<file path="src/rtl/response_header_phase_tracker_assert.svh">
// assertion macros shared by the tracker rtl
`ifndef RESPONSE_HEADER_PHASE_TRACKER_ASSERT_SVH
`define RESPONSE_HEADER_PHASE_TRACKER_ASSERT_SVH

// same-cycle implication, checked on every rising clock edge outside reset
`define RHPT_ASSERT_NOW(label, clk, rst, ante, cons) \
   label: assert property (@(posedge clk) disable iff (rst) (ante) |-> (cons)) \
      else $error("tracker check failed");

// next-cycle implication, checked on every rising clock edge outside reset
`define RHPT_ASSERT_NEXT(label, clk, rst, ante, cons) \
   label: assert property (@(posedge clk) disable iff (rst) (ante) |=> (cons)) \
      else $error("tracker check failed");

`endif

</file>
<file path="src/rtl/rhpt_pkg.sv">
`default_nettype none

package rhpt_pkg;

   // command codes
   localparam logic [2:0] CMD_RESET    = 3'd0;
   localparam logic [2:0] CMD_BEGIN    = 3'd1;
   localparam logic [2:0] CMD_STATUS   = 3'd2;
   localparam logic [2:0] CMD_END      = 3'd3;
   localparam logic [2:0] CMD_TRAILERS = 3'd4;
   localparam logic [2:0] CMD_FIELD    = 3'd5;

   // block phase codes
   localparam logic [2:0] PH_NONE  = 3'd0;
   localparam logic [2:0] PH_AWAIT = 3'd1;
   localparam logic [2:0] PH_INFO  = 3'd2;
   localparam logic [2:0] PH_FINAL = 3'd3;
   localparam logic [2:0] PH_TRAIL = 3'd4;

   // field class codes
   localparam logic [1:0] FC_STATUS   = 2'd0;
   localparam logic [1:0] FC_REGULAR  = 2'd1;
   localparam logic [1:0] FC_INVALID  = 2'd2;
   localparam logic [1:0] FC_REJECTED = 2'd3;

   // field route codes
   localparam logic [1:0] RT_STATUS   = 2'd0;
   localparam logic [1:0] RT_PROCESS  = 2'd1;
   localparam logic [1:0] RT_IGNORE   = 2'd2;
   localparam logic [1:0] RT_TERMINAL = 2'd3;

   // informational status range is [INFO_LOW, INFO_HIGH)
   localparam logic [9:0] INFO_LOW  = 10'd100;
   localparam logic [9:0] INFO_HIGH = 10'd200;

   // ":status" as seven bytes, first byte on top
   localparam logic [55:0] STATUS_NAME_HEAD = 56'h3A737461747573;
   localparam logic [15:0] STATUS_NAME_LEN  = 16'd7;
   localparam logic [7:0]  COLON_BYTE       = 8'h3A;

   // one input beat
   typedef struct packed {
      logic [2:0]  command;
      logic [9:0]  status_code;
      logic        stream_end;
      logic        name_present;
      logic [15:0] name_length;
      logic [55:0] name_head;
      logic        bad_regular;
   } req_item_type;

   // one result beat
   typedef struct packed {
      logic [2:0] phase_out;
      logic       accepted;
      logic [1:0] name_class;
      logic [1:0] field_route;
      logic       status_fields_allowed;
      logic       metadata_trailing;
      logic       terminal_on_abandon;
   } rsp_item_type;

endpackage

`default_nettype wire

</file>
<file path="src/rtl/rhpt_classify.sv">
`default_nettype none

module rhpt_classify (
   input  wire logic [2:0]  command,
   input  wire logic        name_present,
   input  wire logic [15:0] name_length,
   input  wire logic [55:0] name_head,
   input  wire logic        bad_regular,
   output logic [1:0]       name_class
);

   logic is_pseudo;
   logic is_status_name;
   logic is_field_cmd;

   // pseudo-header check on the first name byte
   assign is_pseudo      = (name_head[55:48] == rhpt_pkg::COLON_BYTE);
   assign is_status_name = !bad_regular
                           && (name_length == rhpt_pkg::STATUS_NAME_LEN)
                           && (name_head == rhpt_pkg::STATUS_NAME_HEAD);
   assign is_field_cmd   = (command == rhpt_pkg::CMD_FIELD);

   // class of the field name; zero for every other command
   always_comb begin
      if (!is_field_cmd) begin
         name_class = rhpt_pkg::FC_STATUS;
      end else if (!name_present) begin
         name_class = rhpt_pkg::FC_REJECTED;
      end else if (name_length == 16'd0) begin
         name_class = bad_regular ? rhpt_pkg::FC_INVALID : rhpt_pkg::FC_REJECTED;
      end else if (is_pseudo) begin
         name_class = is_status_name ? rhpt_pkg::FC_STATUS : rhpt_pkg::FC_REJECTED;
      end else begin
         name_class = bad_regular ? rhpt_pkg::FC_INVALID : rhpt_pkg::FC_REGULAR;
      end
   end

endmodule

`default_nettype wire

</file>
<file path="src/rtl/rhpt_phase.sv">
`default_nettype none

module rhpt_phase (
   input  wire logic                   clock,
   input  wire logic                   reset,
   input  wire logic                   advance,
   input  wire rhpt_pkg::req_item_type item,
   input  wire logic [1:0]             name_class,
   output rhpt_pkg::rsp_item_type      result
);

   logic [2:0] phase_ff;
   logic [2:0] phase_in;
   logic       final_seen_ff;
   logic       final_seen_in;
   logic       trailers_only_ff;
   logic       trailers_only_in;
   logic       accepted;
   logic [1:0] route;
   logic [2:0] phase_report;
   logic       status_is_info;

   assign status_is_info = (item.status_code >= rhpt_pkg::INFO_LOW)
                           && (item.status_code < rhpt_pkg::INFO_HIGH);

   // next state and the trailers-only accept
   always_comb begin
      phase_in         = phase_ff;
      final_seen_in    = final_seen_ff;
      trailers_only_in = trailers_only_ff;
      accepted         = 1'b0;
      case (item.command)
         rhpt_pkg::CMD_RESET: begin
            phase_in         = rhpt_pkg::PH_NONE;
            final_seen_in    = 1'b0;
            trailers_only_in = 1'b0;
         end
         rhpt_pkg::CMD_BEGIN: begin
            phase_in         = final_seen_ff ? rhpt_pkg::PH_TRAIL : rhpt_pkg::PH_AWAIT;
            trailers_only_in = 1'b0;
         end
         rhpt_pkg::CMD_STATUS: begin
            if (phase_ff == rhpt_pkg::PH_AWAIT) begin
               if (status_is_info) begin
                  phase_in = rhpt_pkg::PH_INFO;
               end else begin
                  phase_in      = rhpt_pkg::PH_FINAL;
                  final_seen_in = 1'b1;
               end
            end
         end
         rhpt_pkg::CMD_END: begin
            phase_in         = rhpt_pkg::PH_NONE;
            trailers_only_in = 1'b0;
         end
         rhpt_pkg::CMD_TRAILERS: begin
            if (item.stream_end && (phase_ff == rhpt_pkg::PH_FINAL) && !trailers_only_ff) begin
               trailers_only_in = 1'b1;
               accepted         = 1'b1;
            end
         end
         default: begin
         end
      endcase
   end

   // route the classified field against the current phase
   always_comb begin
      route = rhpt_pkg::RT_STATUS;
      if (item.command == rhpt_pkg::CMD_FIELD) begin
         case (name_class)
            rhpt_pkg::FC_STATUS: begin
               route = (phase_ff == rhpt_pkg::PH_AWAIT) ? rhpt_pkg::RT_STATUS
                                                         : rhpt_pkg::RT_TERMINAL;
            end
            rhpt_pkg::FC_REGULAR: begin
               if (phase_ff == rhpt_pkg::PH_INFO) begin
                  route = rhpt_pkg::RT_IGNORE;
               end else if ((phase_ff == rhpt_pkg::PH_FINAL)
                            || (phase_ff == rhpt_pkg::PH_TRAIL)) begin
                  route = rhpt_pkg::RT_PROCESS;
               end else begin
                  route = rhpt_pkg::RT_TERMINAL;
               end
            end
            rhpt_pkg::FC_INVALID: begin
               if ((phase_ff == rhpt_pkg::PH_INFO) || (phase_ff == rhpt_pkg::PH_FINAL)
                   || (phase_ff == rhpt_pkg::PH_TRAIL)) begin
                  route = rhpt_pkg::RT_IGNORE;
               end else begin
                  route = rhpt_pkg::RT_TERMINAL;
               end
            end
            default: begin
               route = rhpt_pkg::RT_TERMINAL;
            end
         endcase
      end
   end

   // end reports the phase that closed
   assign phase_report = (item.command == rhpt_pkg::CMD_END) ? phase_ff : phase_in;

   // result fields, flags taken from the state after the step
   always_comb begin
      result.phase_out             = phase_report;
      result.accepted              = accepted;
      result.name_class            = name_class;
      result.field_route           = route;
      result.status_fields_allowed = item.stream_end
                                     && ((phase_in == rhpt_pkg::PH_FINAL)
                                         || (phase_in == rhpt_pkg::PH_TRAIL));
      result.metadata_trailing     = (phase_in == rhpt_pkg::PH_TRAIL)
                                     || ((phase_in == rhpt_pkg::PH_FINAL) && trailers_only_in);
      result.terminal_on_abandon   = (phase_in != rhpt_pkg::PH_NONE);
   end

   // tracker state, written when a beat moves to the result register
   always_ff @(posedge clock) begin
      if (reset) begin
         phase_ff         <= rhpt_pkg::PH_NONE;
         final_seen_ff    <= 1'b0;
         trailers_only_ff <= 1'b0;
      end else if (advance) begin
         phase_ff         <= phase_in;
         final_seen_ff    <= final_seen_in;
         trailers_only_ff <= trailers_only_in;
      end
   end

endmodule

`default_nettype wire

</file>
<file path="src/rtl/response_header_phase_tracker.sv">
// path: a request is held in the input register, then in the result register, before its response is offered
// throughput: one beat per cycle while rsp_ready holds; the phase update sits between the two registers
// a stalled response holds the result register, and the input register fills behind it
// reset: synchronous, active high; clears both valid flags, the phase to none and both flags
// no clearing pass: the block is ready for a request as soon as reset ends
`default_nettype none

`include "response_header_phase_tracker_assert.svh"

module response_header_phase_tracker (
   input  wire logic        clock,
   input  wire logic        reset,
   input  wire logic        req_valid,
   output logic             req_ready,
   input  wire logic [2:0]  req_command,
   input  wire logic [9:0]  req_status_code,
   input  wire logic        req_stream_end,
   input  wire logic        req_name_present,
   input  wire logic [15:0] req_name_length,
   input  wire logic [55:0] req_name_head,
   input  wire logic        req_bad_regular,
   output logic             rsp_valid,
   input  wire logic        rsp_ready,
   output logic [2:0]       rsp_phase_out,
   output logic             rsp_accepted,
   output logic [1:0]       rsp_name_class,
   output logic [1:0]       rsp_field_route,
   output logic             rsp_status_fields_allowed,
   output logic             rsp_metadata_trailing,
   output logic             rsp_terminal_on_abandon
);

   rhpt_pkg::req_item_type item_ff;
   logic                   item_valid_ff;
   rhpt_pkg::rsp_item_type result_ff;
   logic                   result_valid_ff;
   rhpt_pkg::rsp_item_type result_in;
   logic [1:0]             name_class;
   logic                   advance;

   // the held beat moves on when the result register is free or draining
   assign advance   = item_valid_ff && (!result_valid_ff || rsp_ready);
   assign req_ready = !item_valid_ff || advance;

   // input register
   always_ff @(posedge clock) begin
      if (reset) begin
         item_valid_ff <= 1'b0;
      end else if (req_ready) begin
         item_valid_ff <= req_valid;
      end
   end

   always_ff @(posedge clock) begin
      if (req_valid && req_ready) begin
         item_ff.command      <= req_command;
         item_ff.status_code  <= req_status_code;
         item_ff.stream_end   <= req_stream_end;
         item_ff.name_present <= req_name_present;
         item_ff.name_length  <= req_name_length;
         item_ff.name_head    <= req_name_head;
         item_ff.bad_regular  <= req_bad_regular;
      end
   end

   // field name classifier
   rhpt_classify u_classify (
      .command      (item_ff.command),
      .name_present (item_ff.name_present),
      .name_length  (item_ff.name_length),
      .name_head    (item_ff.name_head),
      .bad_regular  (item_ff.bad_regular),
      .name_class   (name_class)
   );

   // phase state and routing
   rhpt_phase u_phase (
      .clock      (clock),
      .reset      (reset),
      .advance    (advance),
      .item       (item_ff),
      .name_class (name_class),
      .result     (result_in)
   );

   // result register
   always_ff @(posedge clock) begin
      if (reset) begin
         result_valid_ff <= 1'b0;
      end else if (advance) begin
         result_valid_ff <= 1'b1;
      end else if (rsp_ready) begin
         result_valid_ff <= 1'b0;
      end
   end

   always_ff @(posedge clock) begin
      if (advance) begin
         result_ff <= result_in;
      end
   end

   // response ports
   assign rsp_valid                 = result_valid_ff;
   assign rsp_phase_out             = result_ff.phase_out;
   assign rsp_accepted              = result_ff.accepted;
   assign rsp_name_class            = result_ff.name_class;
   assign rsp_field_route           = result_ff.field_route;
   assign rsp_status_fields_allowed = result_ff.status_fields_allowed;
   assign rsp_metadata_trailing     = result_ff.metadata_trailing;
   assign rsp_terminal_on_abandon   = result_ff.terminal_on_abandon;

   // a newly accepted trailers-only field leaves the phase final and trailing
   `RHPT_ASSERT_NOW(a_accept_final, clock, reset, rsp_valid && rsp_accepted,
                    (rsp_phase_out == rhpt_pkg::PH_FINAL) && rsp_metadata_trailing)

   // status fields are only allowed inside an open block
   `RHPT_ASSERT_NOW(a_status_open, clock, reset, rsp_valid && rsp_status_fields_allowed,
                    rsp_terminal_on_abandon)

   // rejected fields always route to a protocol error
   `RHPT_ASSERT_NOW(a_reject_terminal, clock, reset,
                    rsp_valid && (rsp_name_class == rhpt_pkg::FC_REJECTED),
                    rsp_field_route == rhpt_pkg::RT_TERMINAL)

   // a held beat that cannot move stays held
   `RHPT_ASSERT_NEXT(a_item_held, clock, reset, item_valid_ff && !advance, item_valid_ff)

endmodule

`default_nettype wire
</file>
<file path="config.mk">
export PLATFORM = sky130hd
export DESIGN_NAME = response_header_phase_tracker
export DESIGN_NICKNAME = d
export VERILOG_FILES = /design/src/rtl/rhpt_pkg.sv /design/src/rtl/rhpt_classify.sv /design/src/rtl/rhpt_phase.sv /design/src/rtl/response_header_phase_tracker.sv
export VERILOG_INCLUDE_DIRS = /design/src /design/src/rtl
export SDC_FILE = /design/constraint.sdc
export NUM_CORES = 1
export LEC_CHECK = 0
export ABC_AREA = 1
export BUFFER_PORTS_ARGS = -buffer_cell sky130_fd_sc_hd__buf_2
export CORE_MARGIN = 1
export CORE_UTILIZATION = 35
export CTS_BUF_LIST = sky130_fd_sc_hd__clkbuf_8
export DETAILED_ROUTE_END_ITERATION = 10
export PLACE_DENSITY_LB_ADDON = 0.3
export SLEW_MARGIN = 20
export SYNTH_ARGS = -nofsm -noshare
export SYNTH_HDL_FRONTEND = slang
export SYNTH_SLANG_ARGS = --single-unit
</file>
<file path="constraint.sdc">
create_clock -name clock -period 3.4 [get_ports clock]
set_input_delay 0.51 -clock clock [delete_from_list [all_inputs] [get_ports clock]]
set_output_delay 0.51 -clock clock [all_outputs]
set_load 0.02 [all_outputs]
</file>
==> reports/results.ini <==
[run_status]
status = finished clean

[yosys]
ys_types = 27
yosys_most_used_dff = edfxtp_1
synth_edf_count = 97
ys_warn_count = 0
syn_area_sq_um = 3880
ys_seq_area_share_pct = 78.7
synthArstFlopShare_pct = 0
syn-num-nets = 378
syn_area_per_cell_sq_um = 13.6
synth-seq-cells = 104
synth_cells = 286

[cells_and_area]
diodes = 0
stdcell_count = 543
final_area_sq_um = 4760
synthToLayoutAreaGrowth_pct = 22.9
layout.nets = 491
fin_util_pct = 44.1
drive_gt1_share_pct = 32.8

[cts]
clk_pin_slew_ps = 90
cts.htree.levels = 3
post_cts_resize_count = 0
hold_buffers = 0
clk_path_buf_depth = 2
cts_root_buf = clkbuf_8
clkSinkCount = 104
cts_setup_buffers = 0
cts_made_buffers = 9
insertion_delay_ps = 350
cts_tree = yes

[timing]
clock_skew_ps = 7.67
setup_tns_ps = 0
drv_slew = 0
rsz0062_at_grt = false
hold_violations = 0
fin_ws_ps = 1500
setup_violations = 0
relSlewSlack_pct = 52.4
min_period_over_period_pct = 55.8
min_period_ps = 1900
timing.fmax_mhz = 528
whs_ps = 324
worst_pin_slew_ps = 714

[hold_path]
hold-path-endpoint = item_ff[45]
hp-class = in2reg
hold_depth = 1
min_from = req_name_head[44]

[setup_path]
cp_data_required_time_ps = 3490
r2r_cells = 4
slowest_delay_ps = 560
path_max_fanout = 47
rrSetupSlack_ps = 1500
arrival_ps = 1990
critPathTopFamily = buffers and inverters
end_kind = flip-flop
path_cells = nand3_1 -> nand2_1 -> clkinv_2 -> buf_12
critPathBufInv = 2
critPathLaunchType = flip-flop
reg2reg_to = item_ff[55]
slowest_stage = clkinv_2
r2r-start = rsp_valid
critPathKind = reg2reg

[floorplanning]
rows = 38
initial_core_util_pct = 35.9
die_w_microns = 107
die_h_microns = 107
core_sq_um = 10800
die_area_sq_um = 11500
boundaryPins = 105

[global_route]
grt_use_total_pct = 11.6
grt_pass1_vias = 2190
grt_max_degree = 48
antenna_found_initial = 0
grt_pass1_wl_microns = 9920
grt.overflow.total = 0

[place]
dp_hpwl_microns = 4570
preCtsSetupSlack_ps = 1170
gp_congestion = 0.798
placed_cell_area_sq_um = 4580
portBuffers = 102
dp.cells = 528

[power_and_ir_drop]
power.total_mw = 2.39
p_leak_nw = 1.97
ir_drop_mv = 0.219
powerDensity_nw_per_um2 = 502

[route]
dr.pass1.iters = 5
drt-total-wl_microns = 6300
wire_per_inst_microns = 11.6
drt-vias-per-instance = 4.32
drc = 0
ant_nets = 0
vias = 2346
drt_iter0_drc = 69

[job]
cap_violations = 0

==> report_power, final <==
| part | leakage (nW) | switching [mW] | total [mW] | internal, mW |
|---|---|---|---|---|
| Combinational | 0.877 | 0.0942 | 0.161 | 0.0670 |
| Sequential | 1.00 | 0.0228 | 1.50 | 1.48 |
| Clock | 0.0945 | 0.392 | 0.727 | 0.334 |
| Total | 1.97 | 0.509 | 2.39 | 1.88 |
==> how the worst max path moves through the flow <==
| stage | start | end | slack [ps] | cells after the start |
|---|---|---|---|---|
| 6_report | rsp_valid | item_ff[55] | 1500 | 4 |
| 4_1_cts | rsp_valid | item_ff[56] | 1470 | 4 |
| 3_3_place_gp | rsp_ready | item_ff[28] | 1230 | 6 |
| 5_1_grt | rsp_valid | item_ff[55] | 1330 | 4 |
| 3_5_place_dp | rsp_ready | item_ff[55] | 1170 | 6 |
| 2_1_floorplan | rsp_ready | item_ff[0] | 420 | 4 |
==> layout by cell type, fill, tap and decap left out, types with 2 or more instances in the layout <==
| master | count |
|---|---|
| buf_2 | 102 |
| o21ai_1 | 4 |
| edfxtp_1 | 97 |
| o21ai_0 | 6 |
| nand2_1 | 42 |
| nand2_2 | 3 |
| inv_2 | 2 |
| nand3_1 | 12 |
| dfxtp_1 | 7 |
| nand4_1 | 4 |
| nor3_1 | 10 |
| nor2_1 | 35 |
| clkbuf_8 | 9 |
| clkinv_1 | 2 |
| inv_1 | 37 |
| clkinv_2 | 2 |
| nor2_2 | 6 |
| a21oi_1 | 7 |
==> cells by family (layout without fill, tap and decap cells) <==
logic type,after synthesis,count (layout),share of synthesized area (%)
AND/OR/NAND/NOR,116,116,13.4
flip-flops,104,104,78.7
AO/OA/AOI/OAI,25,25,3.94
buffers and inverters,41,158,3.97
==> final cells by class <==
| class | instances | area (sq um) |
|---|---|---|
| Clock buffer | 9 | 124 |
| Clock inverter | 6 | 60.1 |
| Fill cell | 991 | 6030 |
| Inverter | 40 | 151 |
| Multi-Input combinational cell | 141 | 671 |
| Sequential cell | 104 | 3050 |
| Tap cell | 140 | 175 |
| Timing Repair Buffer | 103 | 531 |
==> per-layer routing <==
layer | vias up | routed length [microns] | global-route usage [%]
met2 | 75 | 2920 | 18.3
met1 | 1044 | 2800 | 14.0
met4 | 0 | 176 | 7.44
li1 | 1213 | - | -
met3 | 14 | 403 | 3.21
met5 | - | 0 | 0
==> sequential cells by signal, summed over array words and instances (netlist names) <==
name                       flops
item_ff                       86
rsp_phase_out                  3
u_phase.phase_ff               3
rsp_field_route                2
rsp_name_class                 2
item_valid_ff                  1
rsp_accepted                   1
rsp_metadata_trailing          1
rsp_status_fields_allowed      1
rsp_terminal_on_abandon        1
rsp_valid                      1
u_phase.final_seen_ff          1
u_phase.trailers_only_ff       1
==> worst reg2reg max path, stage by stage (launching register included) <==
cell      delay (ps)
dfxtp_1          370
nand3_1          120
nand2_1          110
clkinv_2         560
buf_12           470
==> synth_stat cells (2+ instances only) <==
cell type	instances	area, sq um
a21oi_1	7	35.0
nand2_2	3	18.8
dfxtp_1	7	140
nor3_1	10	50.1
nor2_2	6	37.5
o21ai_0	6	30.0
o21ai_1	4	20.0
nor2_1	35	131
edfxtp_1	97	2910
inv_2	2	7.51
nand3_1	12	60.1
nand4_1	4	25.0
nand2_1	42	158
inv_1	38	143
No activity file was read; power rests on OpenSTA's default activity.
